===== config.mk =====
export PLATFORM = sky130hd
export DESIGN_NAME = scc_ctrl
export DESIGN_NICKNAME = d
export VERILOG_FILES = /design/src/hw/rtl/scc_pkg.sv /design/src/hw/rtl/scc_ctrl.sv
export SDC_FILE = /design/constraint.sdc
export NUM_CORES = 1
export LEC_CHECK = 0
export CORE_AREA = 2 2 39 41
export CTS_BUF_LIST = sky130_fd_sc_hd__clkbuf_2 sky130_fd_sc_hd__clkbuf_4 sky130_fd_sc_hd__clkbuf_8
export DETAILED_ROUTE_END_ITERATION = 8
export DIE_AREA = 0 0 41 43
export DONT_BUFFER_PORTS = 1
export SYNTH_ARGS = -nofsm -noshare
export SYNTH_HDL_FRONTEND = slang
export SYNTH_SLANG_ARGS = --single-unit

===== constraint.sdc =====
create_clock -name clk_i -period 1.65 [get_ports clk_i]
set_input_delay 0.0825 -clock clk_i [delete_from_list [all_inputs] [get_ports clk_i]]
set_output_delay 0.0825 -clock clk_i [all_outputs]
set_load 0.005 [all_outputs]

===== src/hw/rtl/scc_pkg.sv =====
// Shared types, constants and helper functions for the SCC counter.
`default_nettype none

package scc_pkg;

  localparam int unsigned ROW_W  = 64;  // adjacency row width
  localparam int unsigned NODE_W = 6;   // node number width
  localparam int unsigned CNT_W  = 7;   // counts up to 64

  typedef enum logic [2:0] {
    ST_LOAD,
    ST_F_ROOT,
    ST_F_EXP,
    ST_F_POP,
    ST_B_NEXT,
    ST_B_ROOT,
    ST_B_SWEEP,
    ST_DONE
  } state_e;

  // controller -> datapath commands
  typedef struct packed {
    logic load;
    logic f_root;
    logic f_push;
    logic f_finish;
    logic f_pop;
    logic b_start;
    logic b_fetch;
    logic b_root;
    logic b_step;
    logic clear;
  } cmd_t;

  // datapath -> controller status
  typedef struct packed {
    logic root_avail;
    logic next_any;
    logic sp_zero;
    logic bi_zero;
    logic root_visited;
    logic sweep_last;
    logic sweep_more;
  } sts_t;

  // find-first-set, lowest index wins
  function automatic logic [NODE_W-1:0] lowest_set(input logic [ROW_W-1:0] v);
    logic [NODE_W-1:0] idx;
    idx = '0;
    for (int i = ROW_W - 1; i >= 0; i--) begin
      if (v[i]) begin
        idx = NODE_W'(i);
      end
    end
    return idx;
  endfunction

  function automatic logic [ROW_W-1:0] node_bit(input logic [NODE_W-1:0] n);
    return {{(ROW_W-1){1'b0}}, 1'b1} << n;
  endfunction

endpackage

`default_nettype wire


===== src/hw/rtl/scc_ctrl.sv =====
// SCC counter controller: load, forward search, reverse sweep and result hand-off.
`default_nettype none

module scc_ctrl import scc_pkg::*; (
  input  wire logic clk_i,
  input  wire logic rst_ni,
  input  wire logic in_valid_i,
  input  wire logic in_last_i,
  input  wire logic out_busy_i,
  input  wire sts_t sts_i,
  output cmd_t      cmd_o,
  output logic      in_stall_o,
  output logic      emit_o
);

  state_e state_q, state_d;

  always_ff @(posedge clk_i or negedge rst_ni) begin
    if (!rst_ni) begin
      state_q <= ST_LOAD;
    end else begin
      state_q <= state_d;
    end
  end

  always_comb begin
    state_d    = state_q;
    cmd_o      = '0;
    in_stall_o = 1'b1;
    emit_o     = 1'b0;
    case (state_q)
      ST_LOAD: begin
        in_stall_o = 1'b0;
        if (in_valid_i) begin
          cmd_o.load = 1'b1;
          if (in_last_i) begin
            state_d = ST_F_ROOT;
          end
        end
      end
      ST_F_ROOT: begin
        if (sts_i.root_avail) begin
          cmd_o.f_root = 1'b1;
          state_d      = ST_F_EXP;
        end else begin
          cmd_o.b_start = 1'b1;
          state_d       = ST_B_NEXT;
        end
      end
      ST_F_EXP: begin
        if (sts_i.next_any) begin
          cmd_o.f_push = 1'b1;
        end else begin
          cmd_o.f_finish = 1'b1;
          state_d        = sts_i.sp_zero ? ST_F_ROOT : ST_F_POP;
        end
      end
      ST_F_POP: begin
        cmd_o.f_pop = 1'b1;
        state_d     = ST_F_EXP;
      end
      ST_B_NEXT: begin
        if (sts_i.bi_zero) begin
          state_d = ST_DONE;
        end else begin
          cmd_o.b_fetch = 1'b1;
          state_d       = ST_B_ROOT;
        end
      end
      ST_B_ROOT: begin
        if (sts_i.root_visited) begin
          state_d = ST_B_NEXT;
        end else begin
          cmd_o.b_root = 1'b1;
          state_d      = ST_B_SWEEP;
        end
      end
      ST_B_SWEEP: begin
        cmd_o.b_step = 1'b1;
        if (sts_i.sweep_last && !sts_i.sweep_more) begin
          state_d = ST_B_NEXT;
        end
      end
      ST_DONE: begin
        if (!out_busy_i) begin
          emit_o      = 1'b1;
          cmd_o.clear = 1'b1;
          state_d     = ST_LOAD;
        end
      end
      default: begin
        state_d = ST_LOAD;
      end
    endcase
  end

endmodule

`default_nettype wire


==> metrics.md <==
| Metric | Value |
|---|---|
| Outcome | finished clean |
| Vias in the first global route | 324 |
| First-pass GRT wire length | 1320 µm |
| Req. time, crit path | 1.57 ns |
| Non-filler cells, final | 59 |
| Die Span Y | 43 µm |
| Worst-path clk slew | 0.04 ns |
| R2R setup slack | 0.26 ns |
| Peak supply drop | 0.700 mV |
| Register bit total from synthesis | 3 |
| Pin count of the biggest net entering global routing | 14 |
| Max cap viols | 0 |
| Row Count | 14 |
| Starting Density | 21.1% |
| Worst r2r src | state_q[0] |
| Tmin final | 1.47 ns |
| Leakage Power | 0.140 nW |
| Buf/Inv on CP | 1 |
| CP Cell Sequence | buf_4 > or3_1 > nor2_1 |
| Crit start category | register |
| Largest register by flop count | state_q |
| Average wire per standard cell | 14.1 µm |
| Worst R2R End | state_q[1] |
| Final #Nets | 56 |
| Syn nets | 51 |
| Die Area | 0.00176 mm² |
| Post-CTS Setup Inserts | 0 |
| Average size of a mapped cell | 7.48 µm² |
| Critical Path End Type | output pin |
| CP Max Fanout | 8 |
| # fillers | 164 |
| Synth warnings | 0 |
| Skew-Pair Late Insertion Delay | 0.24 ns |
| Synthesized instance count | 39 |
| Initial DRC count | 9 |
| DRC Markers | 0 |
| Mapped Area | 292 µm² |
| Max reg flops | 3 |
| Worst setup path class | register to output pin |
| Family with the most delay on the worst path | simple AND/OR/NAND/NOR gates |
| Finish-stage setup viols | 0 |
| Yosys cell types | 22 |
| Clock Skew | 0.00271 ns |
| Post-synthesis sequential area ratio | 25.8% |
| H-tree levels | 1 |
| WL final | 832 µm |
| Via density | 5.42 |
| Biggest regs | state_q (3) |
| Max Freq | 0.681 GHz |
| Slew @ Worst Pin | 0.390 ns |
| Clock tree buffer depth | 2 |
| DP HPWL | 644 µm |
| Setup Total Neg Slack | 0 ns |
| Placeable core area | 0.00138 mm² |
| Cell area power density | 1910 mW/mm² |
| GRT Total Usage | 11.6% |
| Initial antenna violation count | 0 |
| Placed Instances | 54 |
| Crit path to | cmd_o[9] |
| Unrepaired setup endpoints after global routing | false |
| 1st-pass router iterations | 4 |
| Area Overhead vs Synth | 21.5% |
| CP startpoint | state_q[0] |
| Placer Congestion | 0.733 |
| Share of cells above drive strength 1 | 16.3% |
| Hold WC Path Type | primary input to register |
| Arr. time, crit path | 1.39 ns |
| Hold WS | 0.00623 ns |
| Via count | 320 |
| Antenna viol nets, final | 0 |
| I/O pin count | 24 |
| DIE WIDTH | 41 µm |
| Grt ovf | 0 |
| Reg2Reg Depth | 3 |
| CTS Root Buffer Type | clkbuf_4 |
| CTS tree | yes |
| Number of diodes | 0 |
| Stages on worst setup path | 3 |
| CTS Buf Count | 3 |
| I/O Buffers | 0 |
| Slew HR | 74.0% |
| Fin. max-slew vios | 0 |
| CTS sink count | 3 |
| Slowest CP cell | dfrtp_1 |
| Tcrit/Tclk final | 89.0% |
| Final hold viol count | 0 |
| Worst path max stage delay | 0.43 ns |
## cells in the mapped netlist
master,instances,area (µm²)
o31ai_1,1,7.51
or3_1,1,6.26
clkbuf_1,2,7.51
buf_4,1,7.51
nor4_1,2,12.5
nor3_1,1,5.00
nand2b_1,2,12.5
nor4bb_1,1,10.0
nor3b_1,2,15.0
o21ai_0,4,20.0
a221o_1,2,20.0
nand2_1,1,3.75
a211oi_1,1,7.51
and3b_1,1,8.76
inv_1,3,11.3
nor4b_1,2,17.5
nor2b_1,1,6.26
dfrtp_1,3,75.1
a21oi_1,3,15.0
buf_2,1,5.00
nor2_1,3,11.3
and3_1,1,6.26
## worst min-delay path by stage
| stage | startpoint | end | slack [ns] | cells after the start |
|---|---|---|---|---|
| 2_1_floorplan | rst_ni | state_q[0] | -0.21 | 0 |
| 3_3_place_gp | rst_ni | state_q[1] | -0.21 | 0 |
| 3_5_place_dp | rst_ni | state_q[1] | -0.21 | 0 |
| 4_1_cts | out_busy_i | state_q[2] | 0.007 | 2 |
| 5_1_grt | out_busy_i | state_q[2] | 0.04 | 2 |
| 6_report | out_busy_i | state_q[2] | 0.006 | 2 |
## where the power goes
group / switching, W / internal [W]
clock network: 0.0000462 / 0.000108
logic: 0.000199 / 0.000167
registers: 0.0000454 / 0.000111
## layout by cell type, fill, tap and decap left out
cell	n
buf_4	3
nor4bb_1	1
nor2b_1	1
nor2_1	3
a221o_1	2
dfrtp_1	3
and3_1	1
dlygate4sd3_1	1
clkbuf_4	4
and3b_1	1
nor3b_1	2
a21oi_1	3
o21ai_0	4
o31ai_1	1
inv_1	3
nand2b_1	2
or3_1	1
a211oi_1	1
nor4b_1	2
nor3_1	1
nor4_1	2
nand2_1	1
## layer usage
metal	part of all wire [%]	GRT usage, %
met5	0	0
met4	1.3	8.00
met3	15	8.90
met2	45	14.1
met1	38	13.5
## per-stage QoR
step	total power [W]	area [µm²]	utilization, %	setup WS, ns
after floorplan	0.000428	292	-	0.340
after global placement	0.000512	314	22.7	0.283
after detailed placement	0.000517	314	22.7	0.253
after CTS	0.000679	354	25.6	0.176
after global routing	0.000749	354	25.6	0.0888
final	0.000675	354	25.6	0.181
## final cells by class
type	instances	area (µm²)	share of cell area (%)
multi-input cells	29	185	52.3
flip-flops and latches	3	75.1	21.2
repair buffers	4	32.5	9.19
clock buffers	4	30.0	8.48
well taps	16	20.0	5.65
inverters	3	11.3	3.18
## cell families after synthesis
kind of cell	Yosys count	synth area share [%]
and+or+nand+nor	18	39.5
buffers and inverters	7	10.7
DFF	3	25.8
AOI/OAI and AO/OA	11	24.0
## repair_timing
item                                   4_1_cts  5_1_grt
gates resized for setup                      0        0
hold buffers                                 1        0
endpoints found under the hold margin        3        0
No activity file was read; power rests on OpenSTA's default activity.
